==> src/swmf_pkg.sv <==
package swmf_pkg;

    localparam int WINDOW_MAX = 32;
    localparam int NUM_VALUES = 6;

    localparam int VAL_W  = 3;   // sample and mode field width
    localparam int LEN_W  = 6;   // window_len register width
    localparam int CNT_W  = $clog2(WINDOW_MAX + 1);
    localparam int PTR_W  = (WINDOW_MAX > 1) ? $clog2(WINDOW_MAX) : 1;
    localparam int CMP_W  = (LEN_W > CNT_W) ? LEN_W : CNT_W;
    localparam int IDX_W  = $clog2(NUM_VALUES);

    localparam logic [LEN_W-1:0] LEN_RESET = LEN_W'(16);

    typedef struct packed {
        logic             en;
        logic             drop;
        logic [IDX_W-1:0] old_val;
        logic [IDX_W-1:0] new_val;
    } t_hist_upd;

endpackage

==> src/swmf_in_if.sv <==
interface swmf_in_if;
    logic                         valid;
    logic                         ready;
    logic [swmf_pkg::VAL_W-1:0]   lane_count;

    modport source (output valid, output lane_count, input ready);
    modport sink   (input valid, input lane_count, output ready);
endinterface

==> src/swmf_out_if.sv <==
interface swmf_out_if;
    logic                         valid;
    logic                         ready;
    logic [swmf_pkg::VAL_W-1:0]   mode_value;

    modport source (output valid, output mode_value, input ready);
    modport sink   (input valid, input mode_value, output ready);
endinterface

==> src/swmf_cell.sv <==
module swmf_cell (
    input  logic                            i_clk,
    input  logic                            i_shift,
    input  logic [swmf_pkg::IDX_W-1:0]      i_data,
    output logic [swmf_pkg::IDX_W-1:0]      o_data
);

    logic [swmf_pkg::IDX_W-1:0] r_data;

    // advance one place toward the old end on every beat
    always_ff @(posedge i_clk) begin
        if (i_shift) begin
            r_data <= i_data;
        end
    end

    assign o_data = r_data;

endmodule

==> src/swmf_hist.sv <==
module swmf_hist (
    input  logic                            i_clk,
    input  logic                            i_rst_n,
    input  swmf_pkg::t_hist_upd             i_upd,
    output logic [swmf_pkg::IDX_W-1:0]      o_mode
);

    logic [swmf_pkg::CNT_W-1:0] r_count [swmf_pkg::NUM_VALUES];
    logic [swmf_pkg::CNT_W-1:0] n_count [swmf_pkg::NUM_VALUES];

    always_comb begin
        logic dec;
        logic inc;
        for (int v = 0; v < swmf_pkg::NUM_VALUES; v++) begin
            dec = i_upd.drop && (i_upd.old_val == swmf_pkg::IDX_W'(v))
                  && (r_count[v] != '0);
            inc = (i_upd.new_val == swmf_pkg::IDX_W'(v));
            n_count[v] = r_count[v] - swmf_pkg::CNT_W'(dec) + swmf_pkg::CNT_W'(inc);
        end
    end

    // strict compare keeps the lowest value on a tie
    always_comb begin
        logic [swmf_pkg::CNT_W-1:0] best_cnt;
        best_cnt = n_count[0];
        o_mode   = '0;
        for (int v = 1; v < swmf_pkg::NUM_VALUES; v++) begin
            if (n_count[v] > best_cnt) begin
                best_cnt = n_count[v];
                o_mode   = swmf_pkg::IDX_W'(v);
            end
        end
    end

    always_ff @(posedge i_clk) begin
        if (!i_rst_n) begin
            for (int v = 0; v < swmf_pkg::NUM_VALUES; v++) begin
                r_count[v] <= '0;
            end
        end else if (i_upd.en) begin
            for (int v = 0; v < swmf_pkg::NUM_VALUES; v++) begin
                r_count[v] <= n_count[v];
            end
        end
    end

endmodule

==> src/sliding_window_mode_filter.sv <==
// Sliding-window mode filter. Each input beat carries one sample (values above
// five are clamped to five); each beat yields one output beat with the most
// frequent value among the last window_len samples, lowest value on a tie.
// Throughput is one beat per clock unless the sink stalls: samples move through
// a row of 32 shift cells, the cell at the current fill level supplies the
// sample that leaves, and six histogram counters plus a six-way compare settle
// the mode in the same cycle for the output register. Input ready drops only
// while that register is full and the sink stalls. window_len must be written
// only while idle; the block does not enforce it. 0 acts as 1 and values above
// 32 act as 32. After a shrink the fill level holds: each beat drops one old
// sample and adds one, so the mode keeps covering the longer span.
module sliding_window_mode_filter (
    input  logic                            i_clk,
    input  logic                            i_rst_n,
    input  logic                            i_cfg_we,
    input  logic [swmf_pkg::LEN_W-1:0]      i_cfg_wdata,
    swmf_in_if.sink                         i_in,
    swmf_out_if.source                      o_out
);

    logic [swmf_pkg::LEN_W-1:0]  r_window_len;
    logic [swmf_pkg::CNT_W-1:0]  r_fill;
    logic [swmf_pkg::CNT_W-1:0]  n_fill;
    logic                        r_out_valid;
    logic [swmf_pkg::IDX_W-1:0]  r_mode;

    logic                        w_accept;
    logic [swmf_pkg::CMP_W-1:0]  w_eff_len;
    logic                        w_drop;
    logic [swmf_pkg::IDX_W-1:0]  w_sample;
    logic [swmf_pkg::IDX_W-1:0]  w_mode;
    logic [swmf_pkg::IDX_W-1:0]  w_cell [swmf_pkg::WINDOW_MAX];
    logic [swmf_pkg::PTR_W-1:0]  w_old_idx;
    swmf_pkg::t_hist_upd         w_upd;

    assign i_in.ready = !r_out_valid || o_out.ready;
    assign w_accept   = i_in.valid && i_in.ready;

    always_comb begin
        if (i_in.lane_count > swmf_pkg::VAL_W'(swmf_pkg::NUM_VALUES - 1)) begin
            w_sample = swmf_pkg::IDX_W'(swmf_pkg::NUM_VALUES - 1);
        end else begin
            w_sample = swmf_pkg::IDX_W'(i_in.lane_count);
        end
    end

    always_comb begin
        if (r_window_len == '0) begin
            w_eff_len = swmf_pkg::CMP_W'(1);
        end else if (swmf_pkg::CMP_W'(r_window_len) > swmf_pkg::CMP_W'(swmf_pkg::WINDOW_MAX)) begin
            w_eff_len = swmf_pkg::CMP_W'(swmf_pkg::WINDOW_MAX);
        end else begin
            w_eff_len = swmf_pkg::CMP_W'(r_window_len);
        end
    end

    // window full: drop the oldest sample, which sits at cell fill-1
    assign w_drop    = (swmf_pkg::CMP_W'(r_fill) >= w_eff_len) && (r_fill != '0);
    assign w_old_idx = swmf_pkg::PTR_W'(r_fill - swmf_pkg::CNT_W'(1));
    assign n_fill    = r_fill - swmf_pkg::CNT_W'(w_drop) + swmf_pkg::CNT_W'(1);

    generate
        for (genvar k = 0; k < swmf_pkg::WINDOW_MAX; k++) begin : g_cell
            if (k == 0) begin : g_head
                swmf_cell u_cell (
                    .i_clk   (i_clk),
                    .i_shift (w_accept),
                    .i_data  (w_sample),
                    .o_data  (w_cell[k])
                );
            end else begin : g_body
                swmf_cell u_cell (
                    .i_clk   (i_clk),
                    .i_shift (w_accept),
                    .i_data  (w_cell[k-1]),
                    .o_data  (w_cell[k])
                );
            end
        end
    endgenerate

    assign w_upd.en      = w_accept;
    assign w_upd.drop    = w_drop;
    assign w_upd.old_val = w_cell[w_old_idx];
    assign w_upd.new_val = w_sample;

    swmf_hist u_hist (
        .i_clk   (i_clk),
        .i_rst_n (i_rst_n),
        .i_upd   (w_upd),
        .o_mode  (w_mode)
    );

    always_ff @(posedge i_clk) begin
        if (!i_rst_n) begin
            r_window_len <= swmf_pkg::LEN_RESET;
        end else if (i_cfg_we) begin
            r_window_len <= i_cfg_wdata;
        end
    end

    always_ff @(posedge i_clk) begin
        if (!i_rst_n) begin
            r_fill      <= '0;
            r_out_valid <= 1'b0;
        end else begin
            if (w_accept) begin
                r_fill      <= n_fill;
                r_out_valid <= 1'b1;
            end else if (o_out.ready) begin
                r_out_valid <= 1'b0;
            end
        end
    end

    always_ff @(posedge i_clk) begin
        if (w_accept) begin
            r_mode <= w_mode;
        end
    end

    assign o_out.valid      = r_out_valid;
    assign o_out.mode_value = swmf_pkg::VAL_W'(r_mode);

    a_fill_bound: assert property (@(posedge i_clk) disable iff (!i_rst_n)
        swmf_pkg::CMP_W'(r_fill) <= swmf_pkg::CMP_W'(swmf_pkg::WINDOW_MAX))
        else $error("fill level above window capacity");

    a_accept_result: assert property (@(posedge i_clk) disable iff (!i_rst_n)
        w_accept |=> (r_out_valid && r_fill != '0))
        else $error("accepted beat left no result or empty window");

    a_full_drops: assert property (@(posedge i_clk) disable iff (!i_rst_n)
        (w_accept && r_fill == swmf_pkg::CNT_W'(swmf_pkg::WINDOW_MAX)) |-> w_drop)
        else $error("full window accepted a beat without eviction");

endmodule

==> src/flat_wrapper.sv <==
// flat-port wrapper written by rule: the top's interface ports become plain ports
module sliding_window_mode_filter_flat 
  (i_clk, i_rst_n, i_cfg_we, i_cfg_wdata, i_in_valid, i_in_lane_count, i_in_ready, o_out_valid, o_out_mode_value, o_out_ready);
  swmf_in_if i_in_i ();
  swmf_out_if o_out_i ();
  input  logic i_clk;
  input  logic i_rst_n;
  input  logic i_cfg_we;
  input  logic [swmf_pkg::LEN_W-1:0] i_cfg_wdata;
  input wire logic [$bits(i_in_i.valid)-1:0] i_in_valid;
  input wire logic [$bits(i_in_i.lane_count)-1:0] i_in_lane_count;
  output wire logic [$bits(i_in_i.ready)-1:0] i_in_ready;
  output wire logic [$bits(o_out_i.valid)-1:0] o_out_valid;
  output wire logic [$bits(o_out_i.mode_value)-1:0] o_out_mode_value;
  input wire logic [$bits(o_out_i.ready)-1:0] o_out_ready;
  assign i_in_i.valid = i_in_valid;
  assign i_in_i.lane_count = i_in_lane_count;
  assign i_in_ready = i_in_i.ready;
  assign o_out_valid = o_out_i.valid;
  assign o_out_mode_value = o_out_i.mode_value;
  assign o_out_i.ready = o_out_ready;
  sliding_window_mode_filter u_core (.i_clk(i_clk), .i_rst_n(i_rst_n), .i_cfg_we(i_cfg_we), .i_cfg_wdata(i_cfg_wdata), .i_in(i_in_i), .o_out(o_out_i));
endmodule
==> config.mk <==
export PLATFORM = sky130hd
export DESIGN_NAME = sliding_window_mode_filter_flat
export DESIGN_NICKNAME = d
export VERILOG_FILES = /design/src/swmf_pkg.sv /design/src/swmf_in_if.sv /design/src/swmf_out_if.sv /design/src/swmf_cell.sv /design/src/swmf_hist.sv /design/src/sliding_window_mode_filter.sv /design/src/flat_wrapper.sv
export SDC_FILE = /design/constraint.sdc
export NUM_CORES = 1
export LEC_CHECK = 0
export BUFFER_PORTS_ARGS = -buffer_cell sky130_fd_sc_hd__buf_2
export CAP_MARGIN = 20
export CORE_MARGIN = 5
export CORE_UTILIZATION = 64
export CTS_CLUSTER_SIZE = 20
export DETAILED_ROUTE_END_ITERATION = 8
export GPL_ROUTABILITY_DRIVEN = 0
export PLACE_DENSITY = 0.81
export SYNTH_ARGS = -nofsm -noshare
export SYNTH_HDL_FRONTEND = slang
export SYNTH_HIERARCHICAL = 1
export SYNTH_SLANG_ARGS = --single-unit
export TNS_END_PERCENT = 1
==> constraint.sdc <==
create_clock -name i_clk -period 12.29 [get_ports i_clk]
set_clock_uncertainty 0.05 [all_clocks]
set_input_delay 0.6145 -clock i_clk [delete_from_list [all_inputs] [get_ports i_clk]]
set_output_delay 0.6145 -clock i_clk [all_outputs]
set_load 0.02 [all_outputs]
==> run summary, run 1 <==
CP Capture Type: flop
Busiest layer in global routing: met2
Worst-skew pair later-pin latency: 430 ps
Core box area: 13,830 um2
Crit Path Max Fanout: 24
Met1 usage: 28.94%
Mapped Area: 9022 um2
Worst setup margin: 559.8 ps
Io pins: 19
CTS Hold Bufs: 0
Grt met3 use: 4.566%
CTS tree: yes
Fin. Hold Viols: 0
Wire per inst: 20.33 um
Post-synthesis cell type count: 89
Vias in the first global route: 6,159
Width of the die: 128.7 um
Most used cell, CP: ha_1
Slew headroom: 43.41%
Most common cell after layout, fill and taps aside: edfxtp_1
CTS Buf Count: 17
Max-Cap Viols: 0
Syn Nets: 845
Post-synthesis sequential area ratio: 47.82%
Port-buffer cells: 18
GRT met2 Usage: 42.77%
# H-tree levels: 4
Global-route wire length before repair: 30,810 um
Area contributors post-synth: edfxtp_1 (45%), ha_1 (12%), mux4_2 (3.5%)
Final nets: 870
Synth area leader: edfxtp_1
Global Route Usage Sum: 23.85%
Initial antenna violation count: 0
# rows: 43
Status: completed
Vias: 5,999
Final wirelength: 19,480 um
Commonest cells after routing, fill and taps aside: edfxtp_1 (135), ha_1 (85), inv_1 (83)
Starting DRT DRC Count: 525
Register area: 4317 um2
N_diodes: 0
Syn Area/Cell: 12.19 um2
Largest net degree at the start of global routing: 72
Die height: 128.7 um
Worst path arrival time: 11,850 ps
Pre-antenna DRT Iters: 5
Crit. Startpoint: u_core/r_fill[1]$_SDFFE_PN0P_
Hold WC Path Type: reg -> reg
Worst r2r path cells: 56
Final HPWL DP: 13,160 um
Synth Warn #: 6
Synth-to-Final Area Change: 10.14%
Reg clk slew, reported paths: 60 ps
Grt ovf: 0
Post-synth EDFFs: 135
Setup CP Type: reg -> reg
Crit path launch type: flop
Antenna Nets Post-Route: 0
Min cycle time layout: 11,730 ps
Dpl ws: -61.66 ps
Longest Clk Path Bufs: 2
Hold Crit Start: u_core/g_cell[9].g_body.u_cell/o_data[2]$_DFFE_PP_
Finish-stage setup viols: 0
Critical Path RT: 12,410 ps
Via density per instance: 6.262
Clock sink count: 148
Slowest cell delay on critical path: 470 ps
Seq cells post-synth: 148
Crit path capture: u_core/o_out.mode_value[0]$_DFFE_PP_
Fin. max-slew vios: 0
Multi-input logic area: 4367 um2
Root Buffer: clkbuf_16
Synthesized instance count: 740
Yosys top cell area share: 44.93%
Slew of the pin with the lowest slew margin: 842.7 ps
Initial core utilization: 65.25%
Drt drc: 0
Crit-path slowest cell: a32oi_1
Die footprint: 16,570 um2
Fmax: 85.25 MHz
Prevailing post-synth register cell: edfxtp_1
Worst reg2reg setup slack: 560 ps
Fill count: 857
Period utilization: 95.44%
Layout cell share with drive strength beyond 1: 14.78%
Ys async rst share: 0%
Reg2Reg Capture Point: u_core/o_out.mode_value[0]$_DFFE_PP_
Reg2reg start: u_core/r_fill[1]$_SDFFE_PN0P_
==> cells in the mapped netlist (9+ instances only) <==
cell type and count:
edfxtp_1 135, mux4_1 10, o21ai_0 12, dfxtp_1 13
xnor2_1 23, nor2_1 61, mux4_2 14, nor2b_1 19
nand2_1 29, a21oi_1 32, xor2_1 10, nand2b_1 9
ha_1 85, mux2i_1 14, nor3_1 10, nand3_1 10
inv_1 83, o211ai_1 9
==> worst min path at each step <==
stage | end | slack (ps) | cells past startpoint
3_3_place_gp | u_core/g_cell[3].g_body.u_cell/o_data[1]$_DFFE_PP_ | 370 | 0
4_1_cts | u_core/r_window_len[4]$_SDFFE_PN1P_ | 390 | 3
6_report | u_core/g_cell[10].g_body.u_cell/o_data[2]$_DFFE_PP_ | 400 | 0
3_5_place_dp | u_core/g_cell[23].g_body.u_cell/o_data[1]$_DFFE_PP_ | 380 | 0
5_1_grt | u_core/r_window_len[4]$_SDFFE_PN1P_ | 400 | 3
2_1_floorplan | u_core/g_cell[11].g_body.u_cell/o_data[0]$_DFFE_PP_ | 370 | 0
==> state kept, by name, indices dropped and copies added, names as in the netlist <==
name,count
u_core/r_fill,6
u_core/o_out.mode_value,3
u_core/o_out.valid,1
u_core/g_cell.g_body.u_cell/o_data,93
u_core/u_hist/r_count,36
u_core/g_cell.g_head.u_cell/o_data,3
u_core/r_window_len,6
==> through the flow <==
stage	setup TNS (ps)	cell area [um2]	hold WS (ps)	util, %	cells
3_3_place_gp	0	9253	372.1	66.92	925
2_1_floorplan	0	9022	367.2	-	740
3_5_place_dp	-61.66	9253	379.7	66.92	925
6_report	0	9937	396.5	71.87	958
5_1_grt	-8.426	9937	401.4	71.87	958
4_1_cts	0	9802	388.9	70.89	957
==> cells by family (layout without fill, tap and decap cells) <==
kind of cell / after synthesis / after routing / share of synthesized area, %
XOR/XNOR: 34 / 34 / 3.384
AO/OA/AOI/OAI: 132 / 132 / 10.71
multiplexers: 48 / 48 / 9.374
AND/OR/NAND/NOR: 183 / 183 / 10.51
flip-flops: 148 / 148 / 47.82
buffers and inverters: 103 / 141 / 4.965
adder cells (fa/ha/maj): 92 / 92 / 13.24
==> metal layers <==
layer / vias to the layer above / part of all wire [%]
met5: - / 0
met4: 0 / 1.8
met3: 31 / 4.4
met2: 193 / 54
met1: 2973 / 40
li1: 2802 / -
==> critical path, delay by kind of cell, from the launching register on <==
kind	cells	cell delay [ps]
AND/OR/NAND/NOR	11	1100
AO/OA/AOI/OAI	26	5170
flip-flops	1	440
multiplexers	3	990
adder cells (fa/ha/maj)	9	2690
buffers and inverters	6	770
XOR/XNOR	1	270
==> cell type report <==
cell class                      count  share of cell area [%]
Multi-Input combinational cell    489                   43.94
Sequential cell                   148                   43.44
Inverter                           84                   3.173
Clock buffer                       20                   4.394
Tap cell                          180                   2.266
Clock inverter                     12                   1.070
Timing Repair Buffer               25                   1.712
==> timing repair <==
| item | 4_1_cts | 5_1_grt |
|---|---|---|
| setup buffers | 0 | 0 |
| pin swaps | 0 | 0 |
| endpoints found under the setup margin | 2 | 3 |
| resized for setup | 1 | 19 |
Power of run 1 is left out: the tool's default activity adds up to more than one toggle a clock period on the data nets, which glitch-free logic cannot reach.
==> run 2: changes to the inputs <==
--- a/config.mk
+++ b/config.mk
@@ -13,6 +13,7 @@
 export DETAILED_ROUTE_END_ITERATION = 8
 export GPL_ROUTABILITY_DRIVEN = 0
 export PLACE_DENSITY = 0.81
+export RECOVER_POWER = 50
 export SYNTH_ARGS = -nofsm -noshare
 export SYNTH_HDL_FRONTEND = slang
 export SYNTH_HIERARCHICAL = 1
==> run 2 against run 1 <==
  * The run now ends with capacitance limit, slew limit left
  * Sequential cell count is the same
  * Utilization down 0.11 points
  * Routed wire length down 0.41%
  * Hold slack got worse by 6.9 ps
  * Count of clock-buffer cells in the layout unchanged
  * Register-to-register slack better by 50 ps
  * First-iteration DRC count rose by 12%
  * Die area stayed put
  * Worst setup slack gained 54 ps
==> run summary, run 2 (synthesis gave the netlist of run 1 again) <==
Drt drc: 0 (unchanged)
Hold WC Path Type: reg -> reg (unchanged)
Io pins: 19 (unchanged)
Crit. Startpoint: u_core/r_fill[1]$_SDFFE_PN0P_ (unchanged)
Status: finished with violations (was completed)
Crit-path slowest cell: a32oi_1 (unchanged)
Hold WS: 389.6 ps (was 396.5 ps)
Vias in the first global route: 6,159 (unchanged)
Period utilization: 95.00% (was 95.44%)
Core box area: 13,830 um2 (unchanged)
Synth-to-Final Area Change: 9.971% (was 10.14%)
# H-tree levels: 4 (unchanged)
Crit path launch type: flop (unchanged)
Width of the die: 128.7 um (unchanged)
Fmax: 85.65 MHz (was 85.25 MHz)
Wire per inst: 20.25 um (was 20.33 um)
Via density per instance: 6.293 (was 6.262)
Final HPWL DP: 13,160 um (unchanged)
Multi-input logic area: 4364 um2 (was 4367 um2)
Crit Path Max Fanout: 24 (unchanged)
# rows: 43 (unchanged)
Slowest cell delay on critical path: 470 ps (about the same)
Register area: 4317 um2 (unchanged)
Final wirelength: 19,400 um (was 19,480 um)
Antenna Nets Post-Route: 0 (unchanged)
CTS Buf Count: 17 (unchanged)
Critical Path RT: 12,410 ps (about the same)
Fin. max-slew vios: 86 (was 0)
Final setup TNS: 0 ps (unchanged)
Vias: 6,029 (was 5,999)
Longest Clk Path Bufs: 2 (unchanged)
Design area: 9922 um2 (was 9937 um2)
Grt ovf: 0 (unchanged)
Clock sink count: 148 (unchanged)
Post-CTS setup buffer count: 0 (unchanged)
CTS tree: yes (unchanged)
Largest net degree at the start of global routing: 72 (unchanged)
Max-Cap Viols: 2 (was 0)
Hold Crit Start: u_core/g_cell[20].g_body.u_cell/o_data[2]$_DFFE_PP_ (was u_core/g_cell[9].g_body.u_cell/o_data[2]$_DFFE_PP_)
Layout cell share with drive strength beyond 1: 13.62% (was 14.78%)
Setup CP Type: reg -> reg (unchanged)
DP Area: 9253 um2 (unchanged)
Min cycle time layout: 11,680 ps (was 11,730 ps)
Root Buffer: clkbuf_16 (unchanged)
Final non-filler cell total: 958 (unchanged)
Fill count: 860 (was 857)
Fin. Hold Viols: 0 (unchanged)
Max reg flops: 93 (unchanged)
Starting DRT DRC Count: 587 (was 525)
Worst path arrival time: 11,800 ps (was 11,850 ps)
Placed Cells: 925 (unchanged)
Slew of the pin with the lowest slew margin: 2955 ps (was 842.7 ps)
Final nets: 870 (unchanged)
Failing checks: capacitance limit, slew limit
N_diodes: 0 (unchanged)
Most used cell, CP: ha_1 (unchanged)
Reg clk slew, reported paths: 60 ps (about the same)
Global-route wire length before repair: 30,810 um (unchanged)
Slew headroom: -97.13% (was 43.41%)
Die height: 128.7 um (unchanged)
Finish-stage setup viols: 0 (unchanged)
Most common cell after layout, fill and taps aside: edfxtp_1 (unchanged)
Die footprint: 16,570 um2 (unchanged)
Global Route Usage Sum: 23.85% (unchanged)
Worst reg2reg setup slack: 610 ps (was 560 ps)
Initial core utilization: 65.25% (unchanged)
CP Capture Type: flop (unchanged)
Port-buffer cells: 18 (unchanged)
Reg2reg start: u_core/r_fill[1]$_SDFFE_PN0P_ (unchanged)
Pre-antenna DRT Iters: 5 (unchanged)
Initial antenna violation count: 0 (unchanged)
Commonest cells after routing, fill and taps aside: edfxtp_1 (135), ha_1 (85), inv_1 (83) (unchanged)
Worst-skew pair later-pin latency: 420 ps (was 430 ps)
==> run 2: cell count changes in the layout (fill, tap and decap cells not counted), sizes merged <==
cell,delta
clkbuf,+8
buf,-8
==> run 2: routing by layer <==
metal	GRT usage [%]	vias to the layer above	wire length (um)
li1	-	2800	-
met1	28.94	2998	7790
met2	42.77	196	10460
met3	4.566	35	783
met4	7.906	0	361
met5	0	-	0
==> run 2: worst max-delay path: cells and delay by family (launching register included) <==
kind                       cells  cell delay, ps
and+or+nand+nor               11            1100
muxes                          3             980
adders and majority gates      9            2700
buffers and inverters          6             770
DFF                            1             440
AOI/OAI and AO/OA             26            5110
xor gates and xnor gates       1             250
==> run 2: metrics by stage <==
step,utilization [%],setup WS [ps]
2_1_floorplan,-,1193
3_3_place_gp,66.92,582.1
3_5_place_dp,66.92,-61.66
4_1_cts,70.89,144.4
5_1_grt,71.76,-8.442
6_report,71.76,614.2
==> run 2: area by class of cell <==
type / count / share of cell area [%]
flip-flops and latches: 148 / 43.51
multi-input cells: 489 / 43.98
well taps: 180 / 2.270
inverters: 84 / 3.178
clock inverters: 12 / 1.072
clock buffers: 20 / 4.401
repair buffers: 25 / 1.589
==> run 2: path summary, 6_finish.rpt <==
| check | to | cells past startpoint |
|---|---|---|
| max | u_core/o_out.mode_value[0]$_DFFE_PP_ | 56 |
| max reg2reg | u_core/o_out.mode_value[0]$_DFFE_PP_ | 56 |
| min | u_core/g_cell[21].g_body.u_cell/o_data[2]$_DFFE_PP_ | 0 |
| min reg2reg | u_core/g_cell[21].g_body.u_cell/o_data[2]$_DFFE_PP_ | 0 |
==> run 2: what timing repair did <==
item / 4_1_cts / 5_1_grt
pin swaps: 0 / 0
hold buffers: 0 / 0
setup endpoints to repair: 2 / 3
resized for setup: 1 / 19
Power of run 2 is left out for the same reason.
